[src/hw/rtl/ansi_pkg.sv]
// ============================================================================
// ANSI encoder package
// Shared types and constants for the truecolor terminal encoder.
// ============================================================================
package ansi_pkg;

    localparam int GLYPH_MAX_BYTES_DEF = 8;
    localparam int QUEUE_DEPTH_DEF     = 2;

    // Byte codes of the stream
    localparam logic [7:0] CH_ESC  = 8'h1B;
    localparam logic [7:0] CH_LBR  = 8'h5B;
    localparam logic [7:0] CH_H    = 8'h48;
    localparam logic [7:0] CH_SEMI = 8'h3B;
    localparam logic [7:0] CH_M    = 8'h6D;
    localparam logic [7:0] CH_ZERO = 8'h30;
    localparam logic [7:0] CH_TWO  = 8'h32;
    localparam logic [7:0] CH_THREE = 8'h33;
    localparam logic [7:0] CH_FOUR = 8'h34;
    localparam logic [7:0] CH_EIGHT = 8'h38;
    localparam logic [7:0] CH_CR   = 8'h0D;
    localparam logic [7:0] CH_LF   = 8'h0A;
    localparam logic [7:0] HB_0    = 8'hE2;
    localparam logic [7:0] HB_1    = 8'h96;
    localparam logic [7:0] HB_2    = 8'h80;

    // Register indexes
    localparam logic [1:0] REG_HALF  = 2'd0;
    localparam logic [1:0] REG_LUM   = 2'd1;
    localparam logic [1:0] REG_GLYPH = 2'd2;
    localparam logic [1:0] REG_GLEN  = 2'd3;

    // Glyph selection
    typedef enum logic [1:0] {
        GK_HALF   = 2'd0,
        GK_RAMP   = 2'd1,
        GK_CUSTOM = 2'd2
    } glyph_kind_t;

    // Decimal digits of one colour component
    typedef struct packed {
        logic [1:0] ndig;
        logic [7:0] d2;
        logic [7:0] d1;
        logic [7:0] d0;
    } dec_t;

    // One classified cell
    typedef struct packed {
        logic        home;
        logic        fore_sgr;
        dec_t [2:0]  fore_dec;
        logic        back_sgr;
        dec_t [2:0]  back_dec;
        glyph_kind_t kind;
        logic [7:0]  ramp_char;
        logic [63:0] glyph;
        logic [3:0]  glen;
        logic        row_end;
        logic        crlf;
    } cmd_t;

    function automatic logic [7:0] ramp_lut(input logic [3:0] idx);
        logic [7:0] c;
        unique case (idx)
            4'd0: c = 8'h20;
            4'd1: c = 8'h2E;
            4'd2: c = 8'h3A;
            4'd3: c = 8'h2D;
            4'd4: c = 8'h3D;
            4'd5: c = 8'h2B;
            4'd6: c = 8'h2A;
            4'd7: c = 8'h23;
            4'd8: c = 8'h25;
            default: c = 8'h40;
        endcase
        return c;
    endfunction

    // Decimal digits of a byte: a subtract ladder for hundreds, a multiply-shift for tens
    function automatic dec_t to_dec(input logic [7:0] v);
        dec_t d;
        logic [7:0] r;
        logic [3:0] h;
        logic [3:0] t;
        r = v;
        h = 4'd0;
        if (r >= 8'd200) begin h = 4'd2; r = r - 8'd200; end
        else if (r >= 8'd100) begin h = 4'd1; r = r - 8'd100; end
        t = 4'(({8'b0, r} * 16'd205) >> 11);
        r = r - 8'(t) * 8'd10;
        d.d2 = CH_ZERO + 8'(h);
        d.d1 = CH_ZERO + 8'(t);
        d.d0 = CH_ZERO + r;
        d.ndig = (v >= 8'd100) ? 2'd3 : ((v >= 8'd10) ? 2'd2 : 2'd1);
        return d;
    endfunction

endpackage

[src/hw/rtl/ansi_front.sv]
// ============================================================================
// ANSI encoder front end
// Accepts cells, tracks row colour state and emits one command per cell.
// ============================================================================
module ansi_front
(
    input  logic                 clk,
    input  logic                 rst_n,
    input  logic                 in_valid,
    output logic                 in_ready,
    input  logic [51:0]          in_data,
    input  logic                 half_block_mode,
    input  logic                 luminance_mode,
    input  logic [63:0]          glyph_bytes,
    input  logic [3:0]           glen,
    output logic                 cmd_valid,
    input  logic                 cmd_ready,
    output ansi_pkg::cmd_t       cmd
);

    logic [23:0] fore_reg, back_reg;
    logic        fv_reg, bv_reg;
    logic [23:0] lum_prod_reg;
    logic        s1_valid_reg;
    logic [51:0] s1_data_reg;
    logic        fore_next_sgr, back_next_sgr;
    logic [23:0] fore_c, back_c;
    logic [7:0]  lum;
    logic [3:0]  ridx;
    logic        s1_adv;
    logic        in_acc;
    ansi_pkg::cmd_t cmd_reg, cmd_next;
    logic        cmd_valid_reg;

    // Stage 1 advances when the output command register is free or being read
    assign s1_adv   = s1_valid_reg && (!cmd_valid_reg || cmd_ready);
    assign in_ready = !s1_valid_reg || s1_adv;
    assign in_acc   = in_valid && in_ready;

    // Stage 1: capture cell and luminance product
    always_ff @(posedge clk or negedge rst_n)
    begin
        if (!rst_n)
        begin
            s1_valid_reg <= 1'b0;
        end
        else if (in_ready)
        begin
            s1_valid_reg <= in_valid;
        end
    end

    always_ff @(posedge clk)
    begin
        if (in_acc)
        begin
            s1_data_reg  <= in_data;
            lum_prod_reg <= 24'(16'd77 * in_data[8:1]) + 24'(16'd150 * in_data[16:9])
                          + 24'(16'd29 * in_data[24:17]);
        end
    end

    // Classify against row colour state
    always_comb
    begin
        logic home;
        logic fv, bv;
        logic [23:0] fl, bl;
        home   = s1_data_reg[0];
        fore_c = {s1_data_reg[8:1], s1_data_reg[16:9], s1_data_reg[24:17]};
        back_c = s1_data_reg[49] ?
                 {s1_data_reg[32:25], s1_data_reg[40:33], s1_data_reg[48:41]} : 24'd0;
        fv = fv_reg && !home;
        bv = bv_reg && !home;
        fl = home ? 24'd0 : fore_reg;
        bl = home ? 24'd0 : back_reg;
        fore_next_sgr = !fv || (fl != fore_c);
        back_next_sgr = half_block_mode && (!bv || (bl != back_c));
        lum  = lum_prod_reg[15:8];
        // Ramp step: lum * 9 / 255 as threshold compares
        priority if (lum >= 8'd255) ridx = 4'd9;
        else if (lum >= 8'd227) ridx = 4'd8;
        else if (lum >= 8'd199) ridx = 4'd7;
        else if (lum >= 8'd170) ridx = 4'd6;
        else if (lum >= 8'd142) ridx = 4'd5;
        else if (lum >= 8'd114) ridx = 4'd4;
        else if (lum >= 8'd85)  ridx = 4'd3;
        else if (lum >= 8'd57)  ridx = 4'd2;
        else if (lum >= 8'd29)  ridx = 4'd1;
        else                    ridx = 4'd0;
        cmd_next.home      = home;
        cmd_next.fore_sgr  = fore_next_sgr;
        cmd_next.fore_dec  = {ansi_pkg::to_dec(fore_c[7:0]), ansi_pkg::to_dec(fore_c[15:8]),
                              ansi_pkg::to_dec(fore_c[23:16])};
        cmd_next.back_sgr  = back_next_sgr;
        cmd_next.back_dec  = {ansi_pkg::to_dec(back_c[7:0]), ansi_pkg::to_dec(back_c[15:8]),
                              ansi_pkg::to_dec(back_c[23:16])};
        cmd_next.kind      = half_block_mode ? ansi_pkg::GK_HALF :
                             (luminance_mode ? ansi_pkg::GK_RAMP : ansi_pkg::GK_CUSTOM);
        cmd_next.ramp_char = ansi_pkg::ramp_lut(ridx);
        cmd_next.glyph     = glyph_bytes;
        cmd_next.glen      = glen;
        cmd_next.row_end   = s1_data_reg[50];
        cmd_next.crlf      = !s1_data_reg[51];
    end

    // Stage 2: update colour state, hold command
    always_ff @(posedge clk or negedge rst_n)
    begin
        if (!rst_n)
        begin
            fore_reg      <= 24'd0;
            back_reg      <= 24'd0;
            fv_reg        <= 1'b0;
            bv_reg        <= 1'b0;
            cmd_valid_reg <= 1'b0;
        end
        else
        begin
            cmd_valid_reg <= s1_adv || (cmd_valid_reg && !cmd_ready);
            if (s1_adv)
            begin
                if (s1_data_reg[50])
                begin
                    fore_reg <= 24'd0;
                    back_reg <= 24'd0;
                    fv_reg   <= 1'b0;
                    bv_reg   <= 1'b0;
                end
                else
                begin
                    fore_reg <= fore_c;
                    fv_reg   <= 1'b1;
                    if (half_block_mode)
                    begin
                        back_reg <= back_c;
                        bv_reg   <= 1'b1;
                    end
                    else if (s1_data_reg[0])
                    begin
                        back_reg <= 24'd0;
                        bv_reg   <= 1'b0;
                    end
                end
            end
        end
    end

    always_ff @(posedge clk)
    begin
        if (s1_adv)
            cmd_reg <= cmd_next;
    end

    assign cmd_valid = cmd_valid_reg;
    assign cmd       = cmd_reg;

    // Checks
    a_hold: assert property (@(posedge clk) disable iff (!rst_n)
        cmd_valid_reg && !cmd_ready |=> cmd_valid_reg && $stable(cmd_reg))
        else $error("command dropped while stalled");
    a_state: assert property (@(posedge clk) disable iff (!rst_n)
        !fv_reg |-> fore_reg == 24'd0)
        else $error("foreground colour kept without valid");
    a_s1: assert property (@(posedge clk) disable iff (!rst_n)
        s1_valid_reg && !s1_adv |=> s1_valid_reg)
        else $error("stage 1 item lost");

endmodule

[src/hw/rtl/ansi_queue.sv]
// ============================================================================
// ANSI encoder command queue
// Short FIFO between the classifier and the byte sequencer.
// ============================================================================
module ansi_queue
#(
    parameter int DEPTH = ansi_pkg::QUEUE_DEPTH_DEF
)
(
    input  logic           clk,
    input  logic           rst_n,
    input  logic           wr_valid,
    output logic           wr_ready,
    input  ansi_pkg::cmd_t wr_cmd,
    output logic           rd_valid,
    input  logic           rd_ready,
    output ansi_pkg::cmd_t rd_cmd
);

    localparam int AW = (DEPTH > 1) ? $clog2(DEPTH) : 1;

    ansi_pkg::cmd_t mem [DEPTH];
    logic [AW-1:0]  wp_reg, rp_reg;
    logic [AW:0]    cnt_reg;
    logic           wr, rd;

    assign wr_ready = cnt_reg != (AW+1)'(DEPTH);
    assign rd_valid = cnt_reg != '0;
    assign wr = wr_valid && wr_ready;
    assign rd = rd_valid && rd_ready;
    assign rd_cmd = mem[rp_reg];

    // Advance pointers and count
    always_ff @(posedge clk or negedge rst_n)
    begin
        if (!rst_n)
        begin
            wp_reg  <= '0;
            rp_reg  <= '0;
            cnt_reg <= '0;
        end
        else
        begin
            if (wr)
                wp_reg <= (wp_reg == AW'(DEPTH-1)) ? '0 : wp_reg + 1'b1;
            if (rd)
                rp_reg <= (rp_reg == AW'(DEPTH-1)) ? '0 : rp_reg + 1'b1;
            cnt_reg <= cnt_reg + (AW+1)'(wr) - (AW+1)'(rd);
        end
    end

    always_ff @(posedge clk)
    begin
        if (wr)
            mem[wp_reg] <= wr_cmd;
    end

    a_cnt: assert property (@(posedge clk) disable iff (!rst_n)
        cnt_reg <= (AW+1)'(DEPTH))
        else $error("queue overflow");
    a_empty: assert property (@(posedge clk) disable iff (!rst_n)
        cnt_reg == '0 && !wr |=> cnt_reg == '0)
        else $error("queue count moved without write");
    a_full: assert property (@(posedge clk) disable iff (!rst_n)
        (cnt_reg == (AW+1)'(DEPTH)) && !rd |=> cnt_reg == (AW+1)'(DEPTH))
        else $error("queue count moved without read");

endmodule

[src/hw/rtl/ansi_back.sv]
// ============================================================================
// ANSI encoder back end
// Walks one command byte by byte and drives the output register.
// ============================================================================
module ansi_back
#(
    parameter int GLYPH_MAX_BYTES = ansi_pkg::GLYPH_MAX_BYTES_DEF
)
(
    input  logic           clk,
    input  logic           rst_n,
    input  logic           cmd_valid,
    output logic           cmd_ready,
    input  ansi_pkg::cmd_t cmd,
    output logic           out_valid,
    input  logic           out_ready,
    output logic [7:0]     out_byte,
    output logic           out_last
);

    // Sequencer phases
    typedef enum logic [10:0] {
        PH_HOME  = 11'b00000000001,
        PH_FPRE  = 11'b00000000010,
        PH_FDIG  = 11'b00000000100,
        PH_BPRE  = 11'b00000001000,
        PH_BDIG  = 11'b00000010000,
        PH_GLYPH = 11'b00000100000,
        PH_RST   = 11'b00001000000,
        PH_CRLF  = 11'b00010000000,
        PH_IDLE  = 11'b00100000000,
        PH_FEND  = 11'b01000000000,
        PH_BEND  = 11'b10000000000
    } phase_t;

    localparam int GW = $clog2(GLYPH_MAX_BYTES + 1);

    phase_t         ph_reg, ph_next;
    logic [3:0]     idx_reg, idx_next;
    logic [1:0]     comp_reg, comp_next;
    logic           act_reg;
    ansi_pkg::cmd_t cur_reg;
    logic [7:0]     byte_c;
    logic           last_c;
    logic           emit;
    logic           ov_reg;
    logic [7:0]     ob_reg;
    logic           ol_reg;
    logic [GW-1:0]  glen_c;
    logic [3:0]     glen_last;
    ansi_pkg::dec_t dsel;
    logic [1:0]     nd;

    assign emit = act_reg && (!ov_reg || out_ready);
    assign cmd_ready = !act_reg || (emit && last_c);

    // Clamp glyph length
    always_comb
    begin
        if (cur_reg.glen == 4'd0)
            glen_c = GW'(1);
        else if (cur_reg.glen > 4'(GLYPH_MAX_BYTES))
            glen_c = GW'(GLYPH_MAX_BYTES);
        else
            glen_c = GW'(cur_reg.glen);
        glen_last = 4'(glen_c) - 4'd1;
    end

    // Pick the current byte and the following position
    always_comb
    begin
        phase_t after_glyph;
        phase_t after_fore;
        after_glyph = cur_reg.row_end ? PH_RST : PH_IDLE;
        after_fore  = cur_reg.back_sgr ? PH_BPRE : PH_GLYPH;
        dsel = (ph_reg == PH_BDIG) ? cur_reg.back_dec[comp_reg] : cur_reg.fore_dec[comp_reg];
        nd = dsel.ndig;
        byte_c = 8'h00;
        ph_next = ph_reg;
        idx_next = idx_reg + 4'd1;
        comp_next = comp_reg;
        unique case (ph_reg)
            PH_HOME:
            begin
                byte_c = (idx_reg == 4'd0) ? ansi_pkg::CH_ESC :
                         (idx_reg == 4'd1) ? ansi_pkg::CH_LBR : ansi_pkg::CH_H;
                if (idx_reg == 4'd2)
                begin
                    idx_next = 4'd0;
                    ph_next = cur_reg.fore_sgr ? PH_FPRE : after_fore;
                end
            end
            PH_FPRE, PH_BPRE:
            begin
                unique case (idx_reg)
                    4'd0: byte_c = ansi_pkg::CH_ESC;
                    4'd1: byte_c = ansi_pkg::CH_LBR;
                    4'd2: byte_c = (ph_reg == PH_FPRE) ? ansi_pkg::CH_THREE
                                                       : ansi_pkg::CH_FOUR;
                    4'd3: byte_c = ansi_pkg::CH_EIGHT;
                    4'd5: byte_c = ansi_pkg::CH_TWO;
                    default: byte_c = ansi_pkg::CH_SEMI;
                endcase
                if (idx_reg == 4'd6)
                begin
                    idx_next = 4'd0;
                    comp_next = 2'd0;
                    ph_next = (ph_reg == PH_FPRE) ? PH_FDIG : PH_BDIG;
                end
            end
            PH_FDIG, PH_BDIG:
            begin
                // Digits from most significant, then a separator
                if (idx_reg == 4'(nd))
                begin
                    byte_c = (comp_reg == 2'd2) ? ansi_pkg::CH_M : ansi_pkg::CH_SEMI;
                    idx_next = 4'd0;
                    if (comp_reg == 2'd2)
                        ph_next = (ph_reg == PH_FDIG) ? after_fore : PH_GLYPH;
                    else
                        comp_next = comp_reg + 2'd1;
                end
                else
                begin
                    priority case (4'(nd) - idx_reg)
                        4'd3: byte_c = dsel.d2;
                        4'd2: byte_c = dsel.d1;
                        default: byte_c = dsel.d0;
                    endcase
                end
            end
            PH_GLYPH:
            begin
                unique case (cur_reg.kind)
                    ansi_pkg::GK_HALF:
                    begin
                        byte_c = (idx_reg == 4'd0) ? ansi_pkg::HB_0 :
                                 (idx_reg == 4'd1) ? ansi_pkg::HB_1 : ansi_pkg::HB_2;
                        if (idx_reg == 4'd2) begin idx_next = 4'd0; ph_next = after_glyph; end
                    end
                    ansi_pkg::GK_RAMP:
                    begin
                        byte_c = cur_reg.ramp_char;
                        idx_next = 4'd0;
                        ph_next = after_glyph;
                    end
                    default:
                    begin
                        byte_c = cur_reg.glyph[{idx_reg[2:0], 3'b000} +: 8];
                        if (idx_reg == glen_last)
                        begin
                            idx_next = 4'd0;
                            ph_next = after_glyph;
                        end
                    end
                endcase
            end
            PH_RST:
            begin
                byte_c = (idx_reg == 4'd0) ? ansi_pkg::CH_ESC :
                         (idx_reg == 4'd1) ? ansi_pkg::CH_LBR :
                         (idx_reg == 4'd2) ? ansi_pkg::CH_ZERO : ansi_pkg::CH_M;
                if (idx_reg == 4'd3) begin idx_next = 4'd0; ph_next = PH_CRLF; end
            end
            PH_CRLF:
            begin
                byte_c = (idx_reg == 4'd0) ? ansi_pkg::CH_CR : ansi_pkg::CH_LF;
            end
            default:
            begin
                byte_c = 8'h00;
            end
        endcase
        last_c = (ph_next == PH_IDLE)
              || (ph_reg == PH_RST && idx_reg == 4'd3 && !cur_reg.crlf)
              || (ph_reg == PH_CRLF && idx_reg == 4'd1);
    end

    // Start position of a fresh command
    function automatic phase_t start_ph(input ansi_pkg::cmd_t c);
        phase_t p;
        if (c.home) p = PH_HOME;
        else if (c.fore_sgr) p = PH_FPRE;
        else if (c.back_sgr) p = PH_BPRE;
        else p = PH_GLYPH;
        return p;
    endfunction

    // Sequencer registers
    always_ff @(posedge clk or negedge rst_n)
    begin
        if (!rst_n)
        begin
            ph_reg   <= PH_IDLE;
            idx_reg  <= 4'd0;
            comp_reg <= 2'd0;
            act_reg  <= 1'b0;
            ov_reg   <= 1'b0;
        end
        else
        begin
            ov_reg <= emit || (ov_reg && !out_ready);
            if (cmd_ready)
            begin
                act_reg  <= cmd_valid;
                ph_reg   <= start_ph(cmd);
                idx_reg  <= 4'd0;
                comp_reg <= 2'd0;
            end
            else if (emit)
            begin
                ph_reg   <= ph_next;
                idx_reg  <= idx_next;
                comp_reg <= comp_next;
            end
        end
    end

    // Hold the command being sequenced
    always_ff @(posedge clk)
    begin
        if (cmd_valid && cmd_ready)
            cur_reg <= cmd;
    end

    always_ff @(posedge clk)
    begin
        if (emit)
        begin
            ob_reg <= byte_c;
            ol_reg <= last_c;
        end
    end

    assign out_valid = ov_reg;
    assign out_byte  = ob_reg;
    assign out_last  = ol_reg;

    a_stall: assert property (@(posedge clk) disable iff (!rst_n)
        ov_reg && !out_ready |=> ov_reg && $stable(ob_reg))
        else $error("output byte changed under stall");
    a_take: assert property (@(posedge clk) disable iff (!rst_n)
        cmd_valid && cmd_ready && act_reg |-> last_c)
        else $error("command taken mid-sequence");
    a_idx: assert property (@(posedge clk) disable iff (!rst_n)
        act_reg |-> idx_reg <= 4'd7)
        else $error("byte index out of range");

endmodule

[src/hw/rtl/pixel_to_ansi_truecolor_stream.sv]
// ============================================================================
// ANSI truecolor stream encoder
// Turns terminal cells into ANSI escape bytes, one per cycle unless stalled.
// ============================================================================
// channel   dir  handshake        payload
// s_axis    in   tvalid/tready    tdata: cell fields, 52 bits in 56
// m_axis    out  tvalid/tready    tdata: out_byte, tlast: out_last
// apb       in   psel/penable     4 registers at 8*i, 64-bit data
//
// One output byte per cycle while m_axis_tready holds; the byte sequencer in
// the back end sets the bytes of a cell. A new cell enters every cycle while
// the command queue has room. Reset clears colour state and all valid flags and
// loads register defaults; output stalls back up the queue to s_axis_tready.
module pixel_to_ansi_truecolor_stream
#(
    parameter int GLYPH_MAX_BYTES = ansi_pkg::GLYPH_MAX_BYTES_DEF,
    parameter int QUEUE_DEPTH     = ansi_pkg::QUEUE_DEPTH_DEF
)
(
    input  logic        clk,
    input  logic        rst_n,
    input  logic        s_axis_tvalid,
    output logic        s_axis_tready,
    // tdata: frame_start, top_red, top_green, top_blue, bottom_red,
    // bottom_green, bottom_blue, bottom_present, row_end, final_row, zero pad
    input  logic [55:0] s_axis_tdata,
    output logic        m_axis_tvalid,
    input  logic        m_axis_tready,
    // tdata: out_byte
    output logic [7:0]  m_axis_tdata,
    output logic        m_axis_tlast,
    input  logic        psel,
    input  logic        penable,
    input  logic        pwrite,
    input  logic [4:0]  paddr,
    input  logic [63:0] pwdata,
    output logic [63:0] prdata,
    output logic        pready
);

    logic        half_reg, lum_reg;
    logic [63:0] glyph_reg;
    logic [3:0]  glen_reg;
    logic [1:0]  ridx;
    logic        f_valid, f_ready, q_valid, q_ready;
    ansi_pkg::cmd_t f_cmd, q_cmd;

    assign pready = 1'b1;
    assign ridx = paddr[4:3];

    // Register writes
    always_ff @(posedge clk or negedge rst_n)
    begin
        if (!rst_n)
        begin
            half_reg  <= 1'b0;
            lum_reg   <= 1'b0;
            glyph_reg <= 64'd35;
            glen_reg  <= 4'd1;
        end
        else if (psel && penable && pwrite && paddr[2:0] == 3'd0)
        begin
            unique case (ridx)
                ansi_pkg::REG_HALF:  half_reg  <= pwdata[0];
                ansi_pkg::REG_LUM:   lum_reg   <= pwdata[0];
                ansi_pkg::REG_GLYPH: glyph_reg <= pwdata;
                default:             glen_reg  <= pwdata[3:0];
            endcase
        end
    end

    // Register reads
    always_comb
    begin
        unique case (ridx)
            ansi_pkg::REG_HALF:  prdata = {63'd0, half_reg};
            ansi_pkg::REG_LUM:   prdata = {63'd0, lum_reg};
            ansi_pkg::REG_GLYPH: prdata = glyph_reg;
            default:             prdata = {60'd0, glen_reg};
        endcase
    end

    ansi_front u_front
    (
        .clk             (clk),
        .rst_n           (rst_n),
        .in_valid        (s_axis_tvalid),
        .in_ready        (s_axis_tready),
        .in_data         (s_axis_tdata[51:0]),
        .half_block_mode (half_reg),
        .luminance_mode  (lum_reg),
        .glyph_bytes     (glyph_reg),
        .glen            (glen_reg),
        .cmd_valid       (f_valid),
        .cmd_ready       (f_ready),
        .cmd             (f_cmd)
    );

    ansi_queue #(.DEPTH(QUEUE_DEPTH)) u_queue
    (
        .clk      (clk),
        .rst_n    (rst_n),
        .wr_valid (f_valid),
        .wr_ready (f_ready),
        .wr_cmd   (f_cmd),
        .rd_valid (q_valid),
        .rd_ready (q_ready),
        .rd_cmd   (q_cmd)
    );

    ansi_back #(.GLYPH_MAX_BYTES(GLYPH_MAX_BYTES)) u_back
    (
        .clk       (clk),
        .rst_n     (rst_n),
        .cmd_valid (q_valid),
        .cmd_ready (q_ready),
        .cmd       (q_cmd),
        .out_valid (m_axis_tvalid),
        .out_ready (m_axis_tready),
        .out_byte  (m_axis_tdata),
        .out_last  (m_axis_tlast)
    );

endmodule
[config.mk]
export PLATFORM = sky130hd
export DESIGN_NAME = pixel_to_ansi_truecolor_stream
export DESIGN_NICKNAME = d
export VERILOG_FILES = /design/src/hw/rtl/ansi_pkg.sv /design/src/hw/rtl/ansi_front.sv /design/src/hw/rtl/ansi_queue.sv /design/src/hw/rtl/ansi_back.sv /design/src/hw/rtl/pixel_to_ansi_truecolor_stream.sv
export SDC_FILE = /design/constraint.sdc
export NUM_CORES = 2
export LEC_CHECK = 0
export BUFFER_PORTS_ARGS = -buffer_cell sky130_fd_sc_hd__buf_4
export CAP_MARGIN = 20
export CORE_MARGIN = 2
export CORE_UTILIZATION = 55
export CTS_BUF_LIST = sky130_fd_sc_hd__clkbuf_2 sky130_fd_sc_hd__clkbuf_4 sky130_fd_sc_hd__clkbuf_8
export DETAILED_ROUTE_END_ITERATION = 8
export GPL_TIMING_DRIVEN = 0
export PLACE_DENSITY = 0.72
export REMOVE_ABC_BUFFERS = 1
export SLEW_MARGIN = 40
export SYNTH_ARGS = -nofsm -noshare
export SYNTH_HDL_FRONTEND = slang
export SYNTH_SLANG_ARGS = --single-unit
[constraint.sdc]
create_clock -name clk -period 11.9 [get_ports clk]
set_input_delay 0 -clock clk [delete_from_list [all_inputs] [get_ports clk]]
set_output_delay 0 -clock clk [all_outputs]
set_load 0.02 [all_outputs]
==> results.tsv <==
metric	value	unit
Pleak	24.8	nW
Max Used Layer	met5	
status	finished, final reports clean	
Final min period	9590	ps
Rows	109	
proportion of layout cells with a drive suffix above 1	19.7	%
Worst path depth	38	
initial antenna violation count	9	
Worst R2R Path Depth	38	
Mapped Area	0.0494	sq mm
Initial Util	55.7	%
Least-Margin Pin Slew	832	ps
synthesis-to-finish area growth	19.1	%
Core Area	0.0886	sq mm
HP Start	pwdata[0]	
WL final	108000	um
Tot Pwr	18.6	mW
Yosys top cell area share	47.4	%
global route overflow	0	
maxcap violations	0	
Hold Path Depth	3	
CP Data Arrival Time	10120	ps
DPL Wire Length	75800	um
ys flop type	edfxtp_1	
Seq cells post-synth	925	
FF/Latch Area	0.0271	sq mm
r2r endpoint	u_front.cmd[87]	
RSZ-0062 raised after global routing	false	
count leader, synth	edfxtp_1	
CP max-delay cell	edfxtp_1	
crit path buf inv count	9	
gr usage total	23.8	%
# IOs	208	
clock tree sinks	925	
final hold violations	0	
via count	30700	
f_max	104	MHz
Startpoint Class	flip-flop	
multi-input logic area	0.0202	sq mm
routed vias/inst	5.54	
die height	304	um
first-pass GRT wire length	172000	um
nets	4968	
cell taking the most area after synthesis	edfxtp_1	
synth cell count leaders	edfxtp_1, ha_1, inv_1	
Layout Cells excl Fill	5544	
R2R Path Start	u_front.s1_data_reg[49]	
Crit path largest cell delay	580	ps
H-tree Lvls	4	
Max Fanout on Critical Path	12	
Chip Width	304	um
Metal-1 WL	45600	um
CTS tree	done	
Critical Path Most Common Cell	inv_1	
Final ANT Viol Nets	0	
clk slew on worst S/H paths	60	ps
DRC Markers	0	
Post-synth ARST share	15.7	%
Final period util	80.6	%
DR iter-0 viols	2122	
crit end category	flip-flop	
Post-synth EDFFs	780	
crit path kind	flip-flop to flip-flop	
port bufs	202	
cells after synthesis	3699	
Filler cells	6202	
Clock Root Buffer	clkbuf_8	
Hold Path Class	input pin to flip-flop	
Cells after DPL	5012	
Rel. slew slack	44.4	%
vias in the first global route	31600	
Detailed Routing Iterations Pass 1	5	
Area contributors post-synth	edfxtp_1, ha_1, dfrtp_1, mux2_2, fa_1	
pin count of the biggest net entering global routing	78	
WL met2	53600	um
power per cell area	316	mW/mm^2
postcts setup bufs	0	
Crit path required time	12430	ps
Syn Area/Cell	13.4	sq um
Final Slew Violations	0	
WL/cell	19.5	um
clk_lat worst skew	820	ps
final RePlAce weighted congestion	0.908	
max reg flops	356	
FF-to-FF setup slack	2310	ps
maximum root-to-sink buffer count	3	
hold path endpoint	glyph_reg[0]	
sequential area share after synthesis	54.8	%
synth warn	0	
peak supply drop	0.343	mV
Distinct cells, synth	87	
die footprint	0.0922	sq mm
Setup violations, final	0	
skew final	44.6	ps
total CTS buffers	149	
met3 WL	5960	um
Top delay family on crit path	adder cells	
layout by cell type (no fill, tap or decap), types with 21 or more instances in the layout:
cell / n
a21o_1: 28
a21oi_1: 106
a31oi_1: 22
and2_1: 73
buf_4: 203
buf_6: 24
clkbuf_4: 52
clkbuf_8: 162
clkinv_1: 21
dfrtp_1: 134
dlygate4sd3_1: 254
edfxtp_1: 780
fa_1: 130
ha_1: 453
inv_1: 452
mux2_2: 254
mux2i_1: 24
mux4_2: 35
nand2_1: 199
nand3_1: 42
nor2_1: 125
nor2b_1: 26
nor3_1: 40
o21ai_0: 97
o31ai_1: 25
xnor2_1: 128
xor2_1: 45
through the flow:
| stage | setup TNS [ps] | cell area (sq um) | util, % | hold slack, ps | setup WS, ps |
|---|---|---|---|---|---|
| after floorplan | 0 | 48900 | - | -296 | 1870 |
| after global placement | -671160 | 51900 | 58.5 | 179 | -2300 |
| after detailed placement | 0 | 53100 | 59.9 | -126 | 2270 |
| after CTS | 0 | 58800 | 66.3 | 4.92 | 2190 |
| after global routing | 0 | 58800 | 66.3 | 43.3 | 1620 |
| final | 0 | 58800 | 66.3 | 99.2 | 2310 |
logic make-up (layout without fill, tap and decap cells):
logic type	Yosys count	in the layout	synth area share, %
and+or+nand+nor	652	652	6.65
buffers and inverters	574	1251	4.42
DFF	925	925	54.8
AOI/OAI and AO/OA	478	478	6.46
adders and majority gates	583	583	16.7
xor gates and xnor gates	173	173	3.07
other	1	4	0.00759
muxes	313	313	7.87
worst max path at each step:
stage	from	endpoint	slack [ps]
6_report	u_front.s1_data_reg[49]	u_front.cmd[87]	2310
5_1_grt	u_front.s1_data_reg[49]	u_front.cmd[87]	1620
4_1_cts	u_front.s1_data_reg[49]	u_front.cmd[87]	2190
3_5_place_dp	u_front.s1_data_reg[49]	u_front.cmd[87]	2270
3_3_place_gp	u_back.ph_reg[9]	u_queue.cnt_reg[1]	-2300
2_1_floorplan	u_back.ph_reg[9]	u_queue.cnt_reg[1]	1870
layout make-up:
cell class              instances  area share, %
repair buffers                524           8.85
inverters                     453           2.90
multi-input cells            2200           34.4
clock inverters                60          0.845
well taps                    1165           2.48
flip-flops and latches        925           46.0
diodes                          3         0.0128
clock buffers                 214           4.46
metal layers:
| metal | GRT usage (%) | vias to the layer above |
|---|---|---|
| met5 | 0 | - |
| met4 | 8.10 | 10 |
| met3 | 4.06 | 182 |
| met2 | 40.4 | 961 |
| met1 | 31.0 | 15100 |
| li1 | - | 14500 |
worst reg2reg max path: cells and delay by family (launching register included):
kind,cells,cell delay [ps]
AND/OR/NAND/NOR,6,1130
flip-flops,1,580
adder cells (fa/ha/maj),11,3900
buffers and inverters,9,680
XOR/XNOR,3,540
AO/OA/AOI/OAI,9,2470
what timing repair did:
action / CTS / global route
hold endpoints to repair: 341 / 0
hold buffers: 255 / 0
resized for setup: 0 / 0
where the power goes:
| group | switching (mW) | total (mW) | internal, mW | leakage, nW |
|---|---|---|---|---|
| clock | 1.26 | 2.82 | 1.56 | 1.66 |
| sequential | 0.420 | 5.71 | 5.29 | 9.26 |
| combinational | 5.54 | 10.0 | 4.51 | 13.9 |
Power figures use the tool's default switching activity.
